$ cat src/sv/rtoc_pkg.sv
package rtoc_pkg;

   localparam int MAX_REGIONS = 64;
   localparam int MAX_TARGETS = 16;
   localparam int MAX_OTHERS  = 16;
   localparam int RCNT_W = $clog2(MAX_REGIONS + 1);
   localparam int TCNT_W = $clog2(MAX_TARGETS + 1);
   localparam int OCNT_W = $clog2(MAX_OTHERS + 1);
   localparam int PTRS   = MAX_TARGETS + MAX_OTHERS;
   localparam int PIDX_W = (PTRS > 1) ? $clog2(PTRS) : 1;

   typedef enum logic [1:0] {
      ACT_ALLOC  = 2'd0,
      ACT_FREE   = 2'd1,
      ACT_TARGET = 2'd2,
      ACT_OTHER  = 2'd3
   } action_type;

   typedef enum logic [1:0] {
      ST_OK        = 2'd0,
      ST_TABLE_FULL = 2'd1,
      ST_SET_FULL  = 2'd2
   } status_type;

   typedef enum logic [2:0] {
      S_IDLE,
      S_FREE,
      S_RESOLVE,
      S_PAIR,
      S_PAIR_CHK,
      S_DONE
   } state_type;

   // word circulating through the region cell chain
   typedef struct packed {
      logic        valid;
      logic [63:0] base;
      logic [63:0] length;
   } region_word_type;

   // control from the sequencer to the cell chain
   typedef struct packed {
      logic        shift;
      logic        append;
      logic        drop_head;
   } chain_ctrl_type;

endpackage

$ cat src/sv/rtoc_cell.sv
// One cell of the region chain: holds a region and passes it on when told.
module rtoc_cell
   import rtoc_pkg::*;
(
   input  logic            clock,
   input  logic            reset,
   input  logic            load,
   input  region_word_type word_in,
   output region_word_type word_out
);

   region_word_type word_ff;

   // valid bit cleared by reset, payload only on load
   always_ff @(posedge clock) begin
      if (reset) begin
         word_ff.valid <= 1'b0;
      end else if (load) begin
         word_ff.valid <= word_in.valid;
      end
      if (load) begin
         word_ff.base   <= word_in.base;
         word_ff.length <= word_in.length;
      end
   end

   assign word_out = word_ff;

endmodule

$ cat config.mk
export PLATFORM = sky130hd
export DESIGN_NAME = rtoc_cell
export DESIGN_NICKNAME = d
export VERILOG_FILES = /design/src/sv/rtoc_pkg.sv /design/src/sv/rtoc_cell.sv
export SDC_FILE = /design/constraint.sdc
export NUM_CORES = 1
export LEC_CHECK = 0
export BUFFER_PORTS_ARGS = -buffer_cell sky130_fd_sc_hd__buf_2
export CAP_MARGIN = 20
export CORE_ASPECT_RATIO = 0.6
export CORE_MARGIN = 5
export CORE_UTILIZATION = 38
export CTS_BUF_LIST = sky130_fd_sc_hd__clkbuf_4 sky130_fd_sc_hd__clkbuf_8
export DETAILED_ROUTE_END_ITERATION = 6
export MAX_ROUTING_LAYER = met4
export PLACE_DENSITY = 0.75
export SYNTH_ARGS = -nofsm -noshare
export SYNTH_HDL_FRONTEND = slang
export SYNTH_SLANG_ARGS = --single-unit
$ cat constraint.sdc
create_clock -name clock -period 0.8 [get_ports clock]
set_clock_uncertainty 0.15 [all_clocks]
set_input_delay 0.24 -clock clock [delete_from_list [all_inputs] [get_ports clock]]
set_output_delay 0.24 -clock clock [all_outputs]
set_load 0.01 [all_outputs]
==> results.md <==
* DRT iter0 DRCs at 125
* Fin crit period at 1.351 ns
* Rel. slew slack at 0.8341
* Critical Path AT at 0.96 ns
* Critical path's slowest cell: edfxtp_1
* Mapped Area at 3877 sq um
* Simple-Gate Fraction of Synth Area at 0.0009681
* Vias in the first global route at 2582
* Final Setup Violations at 129
* I/O pin cnt at 261
* Max incr delay on CP at 0.39 ns
* Syn-to-layout area delta at 50.21%
* Hold_ws at -0.1547 ns
* Clock slew at reported path FFs at 0.07 ns
* Pleak at 2.528 nW
* RSZ-0062 raised after global routing: true
* Maximum VDD drop at 1.535 mV
* Initial antenna violation count at 0
* Layout cells sized above 1 at 0.6914
* Final WL at 9411 um
* Core Area at 9915 sq um
* Worst EP required at 0.41 ns
* Status: finished, violations left
* CTS sink cnt at 129
* Cells after DPL at 533
* TritonCTS clock tree: built
* Pwr dens at 2510 nW/um^2
* Proportion of synthesized area in mux cells at 0.002581
* Clk buf depth at 2
* Final ANT Viol Nets at 0
* Adder-Cell Fraction of Synth Area at 0
* Root Driver: clkbuf_8
* Failing checks: hold timing, setup timing
* Crit Path Max Fanout at 1
* Drt first pass iters at 4
* Mean Syn Cell Area at 29.60 sq um
* Hold-fix buffers, CTS at 1
* Critical path depth in cells at 1
* Area of the multi-input gates at 13.76 sq um
* Post-route DRC at 0
* Xor/xnor share of the synthesized area at 0
* Critical Path Source Type: flip-flop
* Seq/Total Area, Yosys at 0.9965
* Setup ws final at -0.5509 ns
* Inserted Clock Buffers at 17
* Largest family of logic cells by synthesized area: multiplexers
* Compound-cell area share of the yosys netlist at 0
* Clk Latency, worst-skew pair at 0.41 ns
* Largest net degree at the start of global routing at 47
* Chip width at 140.4 um
* Non-Filler Instances at 566
* Final net count at 550
* Overall routing resource usage at 0.1529
* Filler cells at 785
* Die area at 12390 sq um
* Cell count of the worst reg-to-reg path at 2
* Crit path capture type: output port
* Pin slew with the least headroom to its limit at 0.2489 ns
* WP buf/inv at 1
* Max Freq at 0.7403 GHz
* Grt ovf at 0
* Die span in y at 88.25 um
* Synth Instances at 131
* CP Class: reg2out
* Final hold violation count at 129
* Number of port buffers at 260
* CP top delay family: flip-flops
* Final max-slew violation count at 0
* Largest register FFs at 129
* FF+latch count, synth at 129
* Via count at 2348
* Initial Util at 0.3911
* Register Area at 3865 sq um
* Dpl hpwl at 7364 um
* Wire per inst at 16.63 um
* Std cell rows at 28
* Antenna cells at 0
* Tcrit/Tclk final at 1.689
* Gpl congestion at 0.8170
* H-tree depth at 4
* Hold Path Stages at 1
* Max_cap viols at 0
* Worst Hold Class: in2reg
* Syn_nets at 263
* YS warnings at 0
* Synth unique cells at 4
* Global-route wire length before repair at 13500 um
* Vias/cell at 4.148
* Crit-path cells: buf_2
* Setup Buffers After CTS at 0
==> cells in the mapped netlist, drive strengths merged <==
master,count,area (sq um)
nor2,1,3.750
mux2i,1,10.01
dfxtp,1,20.02
edfxtp,128,3844
==> cell type report <==
cell class / count / area share
multi-input cells: 2 / 0.002363
well taps: 135 / 0.02900
flip-flops and latches: 129 / 0.6636
clock buffers: 17 / 0.04017
clock inverters: 15 / 0.02492
repair buffers: 268 / 0.2400
==> layout by cell type (no fill, tap or decap) <==
cell type,netlist,final
buf_6,0,1
buf_4,0,6
buf_2,0,258
dfxtp_2,0,1
bufinv_16,0,2
edfxtp_1,128,128
buf_12,0,2
dlygate4sd3_1,0,1
nor2_1,1,1
clkinv_4,0,4
clkinv_2,0,4
clkinv_1,0,2
mux2i_1,1,1
clkbuf_8,0,17
clkinvlp_4,0,3
==> layer usage <==
| layer | track usage | share of wire |
|---|---|---|
| met5 | - | 0 |
| met1 | 0.1606 | 0.37 |
| met3 | 0.07829 | 0.12 |
| met4 | 0.05541 | 0.0045 |
| met2 | 0.2517 | 0.51 |
==> worst paths after layout <==
| kind | from | endpoint | slack [ns] |
|---|---|---|---|
| worst min-delay path | word_in[46] | word_out[46]$_DFFE_PP_ | -0.15 |
| worst min register to register | word_out[128]$_SDFFE_PP0P_ | word_out[128]$_SDFFE_PP0P_ | 0.37 |
| worst max register to register | word_out[128]$_SDFFE_PP0P_ | word_out[128]$_SDFFE_PP0P_ | 0.03 |
| worst max-delay path | word_out[13]$_DFFE_PP_ | word_out[13] | -0.55 |
==> where the power goes <==
| part | switching, mW | internal [mW] |
|---|---|---|
| clock | 2.45 | 2.73 |
| combinational | 0.705 | 0.600 |
| sequential | 0.115 | 8.02 |
==> stage by stage <==
stage / worst slack, ns / area, sq um / setup TNS (ns) / total power, mW / utilization
2_1_floorplan: 0.01616 / 3877 / 0 / 8.609 / -
3_3_place_gp: -0.3589 / 5428 / -50.40 / 9.575 / 0.5475
3_5_place_dp: -0.3686 / 5428 / -52.71 / 9.619 / 0.5475
4_1_cts: -0.6026 / 5824 / -70.80 / 14.82 / 0.5875
5_1_grt: -0.6312 / 5824 / -74.62 / 15.28 / 0.5875
6_report: -0.5509 / 5824 / -65.38 / 14.62 / 0.5875
==> timing repair <==
item / 4_1_cts / 5_1_grt
resized for setup: 2 / 0
endpoints found under the hold margin: 129 / 129
endpoints found under the setup margin: 129 / 129
==> kinds of logic after synthesis <==
| group | after synthesis |
|---|---|
| flip-flops | 129 |
| multiplexers | 1 |
| AND/OR/NAND/NOR | 1 |
No activity file was read; power rests on OpenSTA's default activity.
